<file path="src/sv/sadc_pkg.sv">
// Package for the serial ADC sampler with bar-graph output.
// Holds register indexes, reset values, command layout and parameter defaults.
// No dependencies.
package sadc_pkg;

    // Configuration register indexes
    typedef enum logic [2:0] {
        REG_CHANNEL      = 3'd0,
        REG_SINGLE_ENDED = 3'd1,
        REG_HALF_PERIOD  = 3'd2,
        REG_LEVEL_ONE    = 3'd3,
        REG_LEVEL_TWO    = 3'd4,
        REG_LEVEL_THREE  = 3'd5
    } cfg_index_t;

    localparam int CFG_ADDR_W = 3;
    localparam int CFG_DATA_W = 10;

    localparam int CHANNEL_W = 3;
    localparam int PERIOD_W  = 8;
    localparam int LEVEL_W   = 10;
    localparam int SAMPLE_W  = 10;  // published sample field width
    localparam int LEDS_W    = 4;
    localparam int INDEX_W   = 5;   // serial clock counter

    localparam logic [CHANNEL_W-1:0] CHANNEL_RST      = 3'd0;
    localparam logic                 SINGLE_ENDED_RST = 1'b1;
    localparam logic [PERIOD_W-1:0]  HALF_PERIOD_RST  = 8'd1;
    localparam logic [LEVEL_W-1:0]   LEVEL_ONE_RST    = 10'd256;
    localparam logic [LEVEL_W-1:0]   LEVEL_TWO_RST    = 10'd512;
    localparam logic [LEVEL_W-1:0]   LEVEL_THREE_RST  = 10'd768;

    // Command bit positions within the command clocks
    localparam logic [INDEX_W-1:0] CMD_START_POS  = 5'd0;
    localparam logic [INDEX_W-1:0] CMD_MODE_POS   = 5'd1;
    localparam logic [INDEX_W-1:0] CMD_CH_MSB_POS = 5'd2;
    localparam logic [INDEX_W-1:0] CMD_CH_MID_POS = 5'd3;
    localparam logic [INDEX_W-1:0] CMD_CH_LSB_POS = 5'd4;

    // Parameter defaults
    localparam int SAMPLE_BITS_DEF    = 10;
    localparam int COMMAND_CLOCKS_DEF = 6;

    localparam int S_TDATA_W = 8;
    localparam int M_TDATA_W = 24;

endpackage

</file>
<file path="src/sv/spi_adc_sampler_bar_graph.sv">
// Serial ADC sampler: one input item per tick drives the SPI pins and LED bar.
// The result item for an accepted input item is registered and is on m_axis in the next cycle.
// Throughput: one item per cycle; a new item is taken while the last result
// waits, as long as the output register is empty or being drained.
// Reset (aresetn low, synchronous): engine idle with chip select high, sample,
// LEDs and output valid cleared, configuration back to its default values.
module spi_adc_sampler_bar_graph #(
    parameter int SAMPLE_BITS    = sadc_pkg::SAMPLE_BITS_DEF,   // 8 to 16
    parameter int COMMAND_CLOCKS = sadc_pkg::COMMAND_CLOCKS_DEF // 5 to 8
) (
    input  logic                             aclk,
    input  logic                             aresetn,

    // configuration write port
    input  logic                             cfg_we,
    input  logic [sadc_pkg::CFG_ADDR_W-1:0]  cfg_addr,
    input  logic [sadc_pkg::CFG_DATA_W-1:0]  cfg_wdata,

    // input items: one per tick
    input  logic                             s_axis_tvalid,
    output logic                             s_axis_tready,
    input  logic [sadc_pkg::S_TDATA_W-1:0]   s_axis_tdata,  // [0] miso, [1] run, [7:2] zero

    // result items
    output logic                             m_axis_tvalid,
    input  logic                             m_axis_tready,
    output logic [sadc_pkg::M_TDATA_W-1:0]   m_axis_tdata   // [0] cs_n, [1] mosi, [2] sclk,
                                                            // [6:3] leds, [16:7] sample,
                                                            // [17] sample_done,
                                                            // [18] sample_changed, [23:19] zero
);
    import sadc_pkg::*;

    localparam int EXT_W = SAMPLE_BITS + SAMPLE_W;

    typedef enum logic [1:0] {
        PH_IDLE,
        PH_COMMAND,
        PH_READ
    } phase_t;

    // configuration
    logic [CHANNEL_W-1:0] channel_reg;
    logic                 single_ended_reg;
    logic [PERIOD_W-1:0]  half_period_reg;
    logic [LEVEL_W-1:0]   level_one_reg, level_two_reg, level_three_reg;

    // engine state
    phase_t                 phase_reg, phase_next;
    logic [INDEX_W-1:0]     clock_index_reg, clock_index_next;
    logic [PERIOD_W-1:0]    tick_count_reg, tick_count_next;
    logic [SAMPLE_BITS-1:0] shift_reg, shift_next;
    logic [SAMPLE_BITS-1:0] last_sample_reg, last_sample_next;
    logic [LEDS_W-1:0]      leds_reg, leds_next;
    logic                   sclk_reg, sclk_next;
    logic                   cs_n_reg, cs_n_next;

    // result register
    logic                   m_valid_reg;
    logic [M_TDATA_W-1:0]   m_data_reg;

    logic                   in_accept;
    logic                   miso, run;
    logic [PERIOD_W-1:0]    hp;
    logic [PERIOD_W-1:0]    tick_inc;
    logic                   done, changed, mosi;
    logic [EXT_W-1:0]       shift_ext, last_ext, lvl1_ext, lvl2_ext, lvl3_ext;
    logic [SAMPLE_W-1:0]    sample_out;

    // Take a new item whenever the output slot is free or being drained.
    assign s_axis_tready = !m_valid_reg || m_axis_tready;
    assign in_accept     = s_axis_tvalid && s_axis_tready;

    assign miso = s_axis_tdata[0];
    assign run  = s_axis_tdata[1];

    // A zero half period behaves as one tick.
    assign hp       = (half_period_reg == '0) ? PERIOD_W'(1) : half_period_reg;
    assign tick_inc = tick_count_reg + PERIOD_W'(1);

    // Zero-extended views so comparisons work for any sample width.
    assign shift_ext = {{SAMPLE_W{1'b0}}, shift_reg};
    assign lvl1_ext  = {{SAMPLE_BITS{1'b0}}, level_one_reg};
    assign lvl2_ext  = {{SAMPLE_BITS{1'b0}}, level_two_reg};
    assign lvl3_ext  = {{SAMPLE_BITS{1'b0}}, level_three_reg};

    always_comb begin
        phase_next       = phase_reg;
        clock_index_next = clock_index_reg;
        tick_count_next  = tick_count_reg;
        shift_next       = shift_reg;
        last_sample_next = last_sample_reg;
        leds_next        = leds_reg;
        sclk_next        = sclk_reg;
        cs_n_next        = cs_n_reg;
        done             = 1'b0;
        changed          = 1'b0;

        if (phase_reg == PH_IDLE) begin
            // Start a conversion: select the ADC with the clock low.
            if (run) begin
                phase_next       = PH_COMMAND;
                cs_n_next        = 1'b0;
                sclk_next        = 1'b0;
                clock_index_next = '0;
                tick_count_next  = '0;
                shift_next       = '0;
            end
        end else begin
            tick_count_next = tick_inc;
            if (tick_inc >= hp) begin
                tick_count_next = '0;
                if (!sclk_reg) begin
                    // Rising edge: read clocks after the null bit shift in miso.
                    sclk_next = 1'b1;
                    if (phase_reg == PH_READ && clock_index_reg != '0) begin
                        shift_next = {shift_reg[SAMPLE_BITS-2:0], miso};
                    end
                end else begin
                    // Falling edge: advance to the next serial clock.
                    sclk_next        = 1'b0;
                    clock_index_next = clock_index_reg + INDEX_W'(1);
                    if (phase_reg == PH_COMMAND) begin
                        if (clock_index_next >= INDEX_W'(COMMAND_CLOCKS)) begin
                            phase_next       = PH_READ;
                            clock_index_next = '0;
                        end
                    end else if (clock_index_next >= INDEX_W'(SAMPLE_BITS + 1)) begin
                        // Last read clock done: publish, update the bar, deselect.
                        done             = 1'b1;
                        changed          = (shift_reg != last_sample_reg);
                        last_sample_next = shift_reg;
                        leds_next        = {shift_ext > lvl3_ext, shift_ext > lvl2_ext,
                                            shift_ext > lvl1_ext, 1'b1};
                        phase_next       = PH_IDLE;
                        cs_n_next        = 1'b1;
                        clock_index_next = '0;
                    end
                end
            end
        end
    end

    // Command bit for the clock now under way; zero outside the command phase.
    always_comb begin
        mosi = 1'b0;
        if (phase_next == PH_COMMAND) begin
            case (clock_index_next)
                CMD_START_POS:  mosi = 1'b1;
                CMD_MODE_POS:   mosi = single_ended_reg;
                CMD_CH_MSB_POS: mosi = channel_reg[2];
                CMD_CH_MID_POS: mosi = channel_reg[1];
                CMD_CH_LSB_POS: mosi = channel_reg[0];
                default:        mosi = 1'b0;
            endcase
        end
    end

    // Low bits of the stored sample, zero-padded when the sample is narrow.
    assign last_ext   = {{SAMPLE_W{1'b0}}, last_sample_next};
    assign sample_out = last_ext[SAMPLE_W-1:0];

    always_ff @(posedge aclk) begin
        if (!aresetn) begin
            channel_reg      <= CHANNEL_RST;
            single_ended_reg <= SINGLE_ENDED_RST;
            half_period_reg  <= HALF_PERIOD_RST;
            level_one_reg    <= LEVEL_ONE_RST;
            level_two_reg    <= LEVEL_TWO_RST;
            level_three_reg  <= LEVEL_THREE_RST;
        end else if (cfg_we) begin
            unique case (cfg_addr)
                REG_CHANNEL:      channel_reg      <= cfg_wdata[CHANNEL_W-1:0];
                REG_SINGLE_ENDED: single_ended_reg <= cfg_wdata[0];
                REG_HALF_PERIOD:  half_period_reg  <= cfg_wdata[PERIOD_W-1:0];
                REG_LEVEL_ONE:    level_one_reg    <= cfg_wdata[LEVEL_W-1:0];
                REG_LEVEL_TWO:    level_two_reg    <= cfg_wdata[LEVEL_W-1:0];
                REG_LEVEL_THREE:  level_three_reg  <= cfg_wdata[LEVEL_W-1:0];
                default:          ;  // unknown index: drop the write
            endcase
        end
    end

    always_ff @(posedge aclk) begin
        if (!aresetn) begin
            phase_reg       <= PH_IDLE;
            clock_index_reg <= '0;
            tick_count_reg  <= '0;
            shift_reg       <= '0;
            last_sample_reg <= '0;
            leds_reg        <= '0;
            sclk_reg        <= 1'b0;
            cs_n_reg        <= 1'b1;
            m_valid_reg     <= 1'b0;
        end else begin
            if (in_accept) begin
                phase_reg       <= phase_next;
                clock_index_reg <= clock_index_next;
                tick_count_reg  <= tick_count_next;
                shift_reg       <= shift_next;
                last_sample_reg <= last_sample_next;
                leds_reg        <= leds_next;
                sclk_reg        <= sclk_next;
                cs_n_reg        <= cs_n_next;
                m_valid_reg     <= 1'b1;
            end else if (m_axis_tready) begin
                m_valid_reg <= 1'b0;
            end
        end
    end

    // Result payload: load with each accepted item, hold otherwise.
    always_ff @(posedge aclk) begin
        if (in_accept) begin
            m_data_reg <= {5'b0, changed, done, sample_out, leds_next,
                           sclk_next, mosi, cs_n_next};
        end
    end

    assign m_axis_tvalid = m_valid_reg;
    assign m_axis_tdata  = m_data_reg;

endmodule

</file>
<file path="config.mk">
export PLATFORM = sky130hd
export DESIGN_NAME = spi_adc_sampler_bar_graph
export DESIGN_NICKNAME = d
export VERILOG_FILES = /design/src/sv/sadc_pkg.sv /design/src/sv/spi_adc_sampler_bar_graph.sv
export SDC_FILE = /design/constraint.sdc
export NUM_CORES = 1
export LEC_CHECK = 0
export ABC_AREA = 1
export BUFFER_PORTS_ARGS = -buffer_cell sky130_fd_sc_hd__buf_4
export CELL_PAD_IN_SITES_DETAIL_PLACEMENT = 1
export CELL_PAD_IN_SITES_GLOBAL_PLACEMENT = 1
export CORE_AREA = 2 2 87 152
export CTS_BUF_LIST = sky130_fd_sc_hd__clkbuf_8 sky130_fd_sc_hd__clkbuf_16
export CTS_CLUSTER_SIZE = 14
export DETAILED_ROUTE_END_ITERATION = 10
export DIE_AREA = 0 0 89 154
export PLACE_DENSITY_LB_ADDON = 0.1
export SLEW_MARGIN = 20
export SYNTH_ARGS = -nofsm -noshare
export SYNTH_HDL_FRONTEND = slang
export SYNTH_SLANG_ARGS = --single-unit
</file>
<file path="constraint.sdc">
create_clock -name aclk -period 3.9 [get_ports aclk]
set_clock_uncertainty 0.2 [all_clocks]
set_input_delay 0.39 -clock aclk [delete_from_list [all_inputs] [get_ports aclk]]
set_output_delay 0.39 -clock aclk [all_outputs]
set_load 0.05 [all_outputs]
</file>
==> reports/results.tsv, run 1 <==
stage	metric	value	unit
timing	Final min period	3.372	ns
routing	vias after detailed routing	4758	
logic_synthesis	Synth top area share	31.18	%
logic_synthesis	Distinct cells, synth	45	
logic_synthesis	most numerous cell in the Yosys netlist	nand2_1	
logic_synthesis	post-synthesis sequential area ratio	41.76	%
clock_tree	clk root buf	clkbuf_16	
place	port buffer count	40	
final_layout	Layout area overhead	12.74	%
final_layout	multi-input logic area	2638	um^2
clock_tree	CTS tree	built	
routing	DR vias/cell	5.328	
timing	max_slew headroom	62.30	%
timing	measured slew at the worst slew-check pin	0.5642	ns
die	Core ar.	12430	um^2
setup_path	CP most frequent cell	nand3_1	
final_layout	share of cells above drive strength 1	10.90	%
routing	Routed WL	14.45	mm
status	outcome	completed	
die	Ports	52	
die	Starting Density	43.38	%
timing	final hold vios	0	
clock_tree	# Post-CTS Setup Buffers	0	
timing	fin crit share	86.45	%
setup_path	WP data required	3.81	ns
clock_tree	CTS Hold Buffers Added	0	
logic_synthesis	synth cell count leaders	114 x nand2_1, 92 x inv_1, 84 x dfxtp_1, 83 x a21oi_1, 69 x o21ai_0	
clock_tree	Clk pin slew, worst setup/hold paths	0.08	ns
final_layout	max reg flops	19	
clock_tree	Clock Path Buffers	2	
die	Die Area	13710	um^2
setup_path	CP max-delay cell	dfxtp_1	
logic_synthesis	register bit count reported by yosys	103	
logic_synthesis	Post-synth EDFFs	19	
place	placer congestion estimate	0.8875	
logic_synthesis	main area contributors after synthesis	dfxtp_1 31%, edfxtp_1 11%, ha_1 10%	
power_and_ir_drop	VDD IR-drop max	0.2377	mV
clock_tree	H-tree depth reported by CTS	3	
logic_synthesis	Post-synth ARST share	0	%
power_and_ir_drop	Leak Pwr	2.694	nW
final_layout	filler cell count	1597	
global_routing	initial antenna violation count	0	
routing	Iteration-0 DRC Markers	194	
logic_synthesis	Ys Warns	0	
routing	drt pass-1 iters	4	
timing	setup TNS	0	ns
die	chip height	154	um
clock_tree	post-CTS resize count	0	
power_and_ir_drop	P per Cell Area	398.3	nW/um^2
global_routing	vias in the first global route	5016	
logic_synthesis	Yosys top cell by area	dfxtp_1	
final_layout	diode count	0	
final_layout	fin nets	790	
global_routing	GRT overflow	0	
timing	FMAX	296.6	MHz
setup_path	CP Max Fanout	6	
setup_path	crit path DAT	3.28	ns
setup_path	startpoint types	register	
global_routing	All-Layer GR Usage	21.99	%
die	DIE WIDTH	89	um
setup_path	worst path cell trace	nand3_1, nand3b_1, nand3b_1, xor2_1, inv_1, ha_1, a21o_1, nor2_1, nand3_2, nand2_2, inv_2, nand2_1, nand2_1, o21ai_0, nand3_1, nand3_1, nor2_1	
setup_path	crit end category	register	
logic_synthesis	Mapped Area	5393	um^2
global_routing	first-pass GRT wire length	23.40	mm
place	dpl hpwl	11.02	mm
clock_tree	Clk Latency, worst-skew pair	0.35	ns
place	pre-CTS WS	0.4990	ns
setup_path	crit-path max cell delay	0.42	ns
final_layout	Reg area	2252	um^2
logic_synthesis	synthesized area per cell	7.850	um^2
timing	final setup vio count	0	
hold_path	min-delay worst type	input pin to register	
logic_synthesis	post-synthesis cell count	687	
clock_tree	CTS Buf Count	9	
timing	final worst slack	0.5284	ns
logic_synthesis	Most used DFF post-synth	dfxtp_1	
setup_path	critical setup path kind	register to register	
run	max-cap viol count	0	
clock_tree	clk sinks	103	
routing	antenna-violating nets left	0	
routing	DRC viols	0	
die	Site Rows	54	
global_routing	largest net degree at the start of global routing	59	
routing	Routed WL per cell	16.18	um
timing	RSZ-0062 raised after global routing	false	
timing	Max Slew Vio Count	0	
[through the flow]
step	cells	util (%)	total power, mW	instance area (um^2)	hold WS, ns
finish	893	48.90	2.422	6080	0.09014
global route	893	48.90	2.535	6080	0.09547
CTS	893	48.90	2.441	6080	0.09036
detailed placement	877	46.63	1.578	5797	0.2516
global placement	877	46.63	1.560	5797	0.2444
floorplan	691	-	1.456	5408	0.2292
[routing by layer]
metal  track usage (%)  wire [um]
met1             23.74       5759
met2             40.94       7982
met3             2.899        281
met4             9.666        427
met5                 0          0
[placed cells by master (no fill, tap or decap), drive strengths merged, types with 8 or more instances in the layout]
cell type | Yosys | routed
nand4 | 9 | 9
nor2 | 45 | 45
o21ai | 76 | 76
xor2 | 8 | 8
nand2 | 122 | 122
a21oi | 83 | 83
inv | 98 | 102
dfxtp | 84 | 84
edfxtp | 19 | 19
buf | 11 | 43
ha | 44 | 44
nand3 | 31 | 31
clkbuf | 14 | 9
[cell type report]
| cell class | count | share of cell area [%] |
|---|---|---|
| clock buffer | 9 | 3.704 |
| clock inverter | 7 | 0.9467 |
| timing repair buffer | 43 | 5.310 |
| multi-input combinational | 464 | 43.38 |
| tap | 168 | 3.458 |
| inverter | 99 | 6.154 |
| sequential | 103 | 37.04 |
[power by group]
part,leakage [nW],switching [mW],internal (mW)
Clock,0.140,0.428,0.443
Sequential,0.875,0.0359,1.12
Combinational,1.68,0.270,0.121
Total,2.69,0.734,1.69
[critical path: cells and delay by family (launching register included)]
| kind | cells | cell delay (ns) |
|---|---|---|
| DFF | 1 | 0.42 |
| AOI/OAI and AO/OA | 2 | 0.39 |
| and+or+nand+nor | 11 | 1.51 |
| adders and majority gates | 1 | 0.31 |
| buffers and inverters | 2 | 0.16 |
| xor gates and xnor gates | 1 | 0.14 |
[cell families (layout without fill, tap and decap cells)]
kind of cell    after synthesis  count (layout)  share of synthesized area [%]
flops                       103             103                          41.76
xor+xnor                     11              11                          1.787
simple gates                217             217                          17.75
compound gates              187             187                          18.82
fa+ha+maj                    44              44                          10.21
other cells                   1               5                        0.06954
buf+inv                     124             158                          9.605
[path summary, 6_finish.rpt]
check	start	endpoint	slack, ns	cells past startpoint
worst max-delay path	tick_count_reg[0]	m_axis_tdata[1]	0.53	17
worst min-delay path	cfg_wdata[9]	level_three_reg[9]	0.09	3
worst max register to register	tick_count_reg[0]	m_axis_tdata[1]	0.53	17
worst min register to register	leds_reg[0]	leds_reg[0]	0.26	2
Power figures use the tool's default switching activity.
==> inputs of run 2 (changes only) <==
Settings changed: REMOVE_ABC_BUFFERS set to 1.
==> reports/results.tsv, run 2 (synthesis results as in run 1) <==
stage	metric	value	unit
setup_path	crit path DAT	3.38	ns
routing	Routed WL	14.15	mm
die	Starting Density	43.38	%
global_routing	initial antenna violation count	0	
clock_tree	CTS Buf Count	9	
timing	fin crit share	89.10	%
global_routing	GRT overflow	0	
final_layout	diode count	0	
power_and_ir_drop	VDD IR-drop max	0.2216	mV
clock_tree	Clk pin slew, worst setup/hold paths	0.07	ns
clock_tree	clk root buf	clkbuf_16	
die	DIE WIDTH	89	um
timing	final hold vios	0	
final_layout	max reg flops	19	
die	Die Area	13710	um^2
place	placer congestion estimate	0.8679	
final_layout	Non-Filler Instances	894	
clock_tree	H-tree depth reported by CTS	3	
status	outcome	completed	
final_layout	Layout area overhead	12.85	%
clock_tree	# Post-CTS Setup Buffers	0	
timing	final setup vio count	0	
global_routing	first-pass GRT wire length	23.09	mm
timing	FMAX	287.8	MHz
routing	vias after detailed routing	4681	
routing	antenna-violating nets left	0	
clock_tree	post-CTS resize count	0	
routing	drt pass-1 iters	4	
routing	DR vias/cell	5.236	
global_routing	All-Layer GR Usage	21.60	%
clock_tree	Clk Latency, worst-skew pair	0.35	ns
setup_path	critical setup path kind	register to register	
place	port buffer count	40	
power_and_ir_drop	Total Power	2.413	mW
routing	Routed WL per cell	15.83	um
timing	max_slew headroom	59.07	%
routing	Iteration-0 DRC Markers	156	
final_layout	commonest non-fill, non-tap cell in the layout	nand2_1	
final_layout	fin nets	791	
die	Ports	52	
clock_tree	CTS tree	built	
setup_path	startpoint types	register	
global_routing	vias in the first global route	4833	
hold_path	min-delay worst type	input pin to register	
final_layout	share of cells above drive strength 1	11.16	%
clock_tree	CTS Hold Buffers Added	0	
setup_path	WP data required	3.81	ns
die	Core ar.	12430	um^2
run	max-cap viol count	0	
power_and_ir_drop	Leak Pwr	2.689	nW
die	Site Rows	54	
timing	setup TNS	0	ns
timing	Max Slew Vio Count	0	
timing	measured slew at the worst slew-check pin	0.6125	ns
timing	RSZ-0062 raised after global routing	false	
clock_tree	Clock Path Buffers	2	
place	placed cell count	878	
power_and_ir_drop	P per Cell Area	396.5	nW/um^2
final_layout	Final Instance Area	6086	um^2
place	dpl hpwl	10.82	mm
setup_path	crit end category	register	
setup_path	setup slack, reg-to-reg	0.43	ns
place	Placed Area	5804	um^2
global_routing	largest net degree at the start of global routing	58	
timing	Final min period	3.475	ns
routing	DRC viols	0	
setup_path	CP Max Fanout	6	
clock_tree	clk sinks	103	
final_layout	most frequent cells in the layout	114 x nand2_1, 92 x inv_1, 84 x dfxtp_1, 83 x a21oi_1, 69 x o21ai_0	
die	chip height	154	um
run 2: final timing paths:
kind | from | endpoint | cells past startpoint
setup / recovery | tick_count_reg[0] | m_axis_tdata[1] | 17
hold / removal | cfg_wdata[8] | level_three_reg[8] | 3
hold reg to reg | leds_reg[0] | leds_reg[0] | 2
setup reg to reg | tick_count_reg[0] | m_axis_tdata[1] | 17
run 2: metal layers:
layer	GRT usage [%]	vias to the layer above	part of all wire, %
met3	3.060	14	2.1
li1	-	2360	-
met4	5.402	0	1.5
met5	0	-	0
met1	23.60	2265	39
met2	41.83	42	57
run 2: stage by stage:
step / utilization (%) / worst slack [ns] / hold WS [ns]
after floorplan: - / 0.7688 / 0.2292
after global placement: 46.69 / 0.5357 / 0.2450
after detailed placement: 46.69 / 0.4402 / 0.2484
after CTS: 48.95 / 0.4146 / 0.07779
after global routing: 48.95 / 0.1637 / 0.1142
final: 48.95 / 0.4251 / 0.08819
run 2: worst max-delay path, cell delays in order, from the launching register on:
cell and delay [ns]:
dfxtp_1 0.42, nand3_1 0.15, nand3b_1 0.23, nand3b_1 0.20, xor2_1 0.15, inv_1 0.07, ha_1 0.31, a21o_1 0.18
nor2_1 0.23, nand3_2 0.19, nand2_2 0.19, inv_2 0.09, nand2_1 0.07, nand2_1 0.06, o21ai_0 0.25, nand3_1 0.11
nand3_1 0.08, nor2_1 0.04
run 2: final cells by class:
cell class | instances | area, um^2
Fill cell | 1593 | 6346
Multi-Input combinational cell | 464 | 2638
Sequential cell | 103 | 2252
Inverter | 99 | 374.1
Timing Repair Buffer | 44 | 330.3
Clock buffer | 9 | 225.2
Tap cell | 168 | 210.2
Clock inverter | 7 | 56.30
run 2: where the power goes:
part | leakage (nW) | switching [mW] | total, mW | internal, mW
logic | 1.68 | 0.266 | 0.388 | 0.121
registers | 0.875 | 0.0345 | 1.16 | 1.12
clock network | 0.130 | 0.426 | 0.866 | 0.440
==> inputs of run 3 (changes only) <==
Settings changed: CORE_AREA 2 2 87 152 to 8 8 93 158, DIE_AREA 0 0 89 154 to 0 0 101 166.
==> reports/results.tsv, run 3 (synthesis results as in run 1) <==
stage	metric	value	unit
status	outcome	completed	
power_and_ir_drop	Total Power	2.468	mW
clock_tree	CTS Buf Count	9	
clock_tree	CTS tree	built	
run	max-cap viol count	0	
clock_tree	H-tree depth reported by CTS	3	
final_layout	diode count	0	
global_routing	All-Layer GR Usage	18.29	%
setup_path	crit end category	register	
setup_path	CP Max Fanout	20	
power_and_ir_drop	P per Cell Area	404.0	nW/um^2
final_layout	Reg area	2252	um^2
final_layout	Layout area overhead	13.25	%
place	pre-CTS WS	0.4122	ns
timing	fin crit share	89.29	%
routing	DRC viols	0	
routing	Routed WL	14.80	mm
routing	Iteration-0 DRC Markers	144	
clock_tree	Clk Latency, worst-skew pair	0.35	ns
setup_path	Crit. Startpoint	tick_count_reg[0]	
die	chip height	166	um
die	Die Area	16770	um^2
timing	measured slew at the worst slew-check pin	0.6843	ns
clock_tree	Clk pin slew, worst setup/hold paths	0.07	ns
final_layout	fin nets	791	
power_and_ir_drop	Combinational Power Share	15.9	%
hold_path	hold_sp	cfg_wdata[8]	
timing	max_slew headroom	54.27	%
power_and_ir_drop	share of power burned in registers	47.0	%
die	Starting Density	42.59	%
timing	final hold vios	0	
final_layout	share of cells above drive strength 1	11.02	%
global_routing	initial antenna violation count	0	
power_and_ir_drop	Leak Pwr	2.699	nW
timing	RSZ-0062 raised after global routing	false	
timing	Final min period	3.482	ns
routing	drt pass-1 iters	4	
power_and_ir_drop	net switching power	0.7217	mW
timing	setup TNS	0	ns
timing	final setup vio count	0	
setup_path	critical setup path kind	register to register	
routing	vias after detailed routing	4707	
global_routing	vias in the first global route	5031	
power_and_ir_drop	switching share of total power	29.25	%
final_layout	max reg flops	19	
die	DIE WIDTH	101	um
power_and_ir_drop	Clk pwr share	37.1	%
routing	antenna-violating nets left	0	
final_layout	Final Util	48.23	%
final_layout	most frequent cells in the layout	114 x nand2_1, 93 x inv_1, 84 x dfxtp_1, 83 x a21oi_1, 69 x o21ai_0	
place	port buffer count	40	
global_routing	GRT overflow	0	
setup_path	RR Startpoint	tick_count_reg[0]	
timing	Max Slew Vio Count	0	
hold_path	min-delay worst type	input pin to register	
setup_path	startpoint types	register	
place	placer congestion estimate	0.8345	
die	Ports	52	
power_and_ir_drop	Internal	1.746	mW
setup_path	WP data required	3.78	ns
clock_tree	post-CTS resize count	0	
timing	FMAX	287.2	MHz
clock_tree	Clock Path Buffers	2	
routing	Routed WL per cell	16.50	um
final_layout	filler cell count	1639	
global_routing	first-pass GRT wire length	24.30	mm
place	dpl hpwl	11.27	mm
clock_tree	CTS Hold Buffers Added	0	
global_routing	largest net degree at the start of global routing	58	
clock_tree	clk root buf	clkbuf_16	
routing	DR vias/cell	5.247	
clock_tree	# Post-CTS Setup Buffers	0	
timing	Fin Hold WS	0.09525	ns
setup_path	crit path DAT	3.36	ns
clock_tree	clk sinks	103	
die	Core ar.	12660	um^2
final_layout	commonest non-fill, non-tap cell in the layout	nand2_1	
timing	final worst slack	0.4179	ns
final_layout	multi-input logic area	2638	um^2
power_and_ir_drop	VDD IR-drop max	0.2166	mV
die	Site Rows	55	
-- run 3: per-stage QoR --
step           instances  area, um^2
6_report             897        6107
5_1_grt              897        6107
4_1_cts              897        6107
3_5_place_dp         881        5808
3_3_place_gp         881        5808
2_1_floorplan        666        5264
-- run 3: final timing paths --
check                       endpoint  slack [ns]  cells past startpoint
setup / recovery    m_axis_tdata[10]        0.42                     14
hold reg to reg          leds_reg[0]        0.26                      2
hold / removal    level_three_reg[8]         0.1                      3
setup reg to reg    m_axis_tdata[10]        0.42                     14
-- run 3: layer usage --
layer | wire (um) | track usage [%] | share of wire [%]
met3 | 296 | 2.393 | 2.0
met2 | 8215 | 34.75 | 56
met1 | 5750 | 18.53 | 39
met4 | 535 | 9.002 | 3.6
met5 | 0 | 0 | 0
-- run 3: critical path, stage by stage (launching register included) --
cell	delay [ns]
dfxtp_1	0.43
nand3_1	0.14
nand3b_1	0.22
nand3b_1	0.20
xor2_1	0.16
inv_1	0.07
ha_1	0.30
nand2_1	0.07
nor2_1	0.21
nand4_1	0.17
nand3_2	0.16
nand2_2	0.14
nor3_4	0.29
buf_4	0.29
o21ai_0	0.15
-- run 3: layout make-up --
cell class	instances	area share [%]
timing repair buffer	44	5.409
multi-input combinational	464	43.19
sequential	103	36.88
tap	171	3.503
clock inverter	7	1.209
inverter	99	6.126
clock buffer	9	3.688
-- run 3: power groups by stage --
stage	sequential [mW]	clock (mW)	combinational [mW]
after detailed placement	1.18	0	0.393
after global placement	1.18	0	0.377
after floorplan	1.22	0	0.222
after global routing	1.16	0.975	0.438
after CTS	1.16	0.936	0.397
final	1.16	0.917	0.392
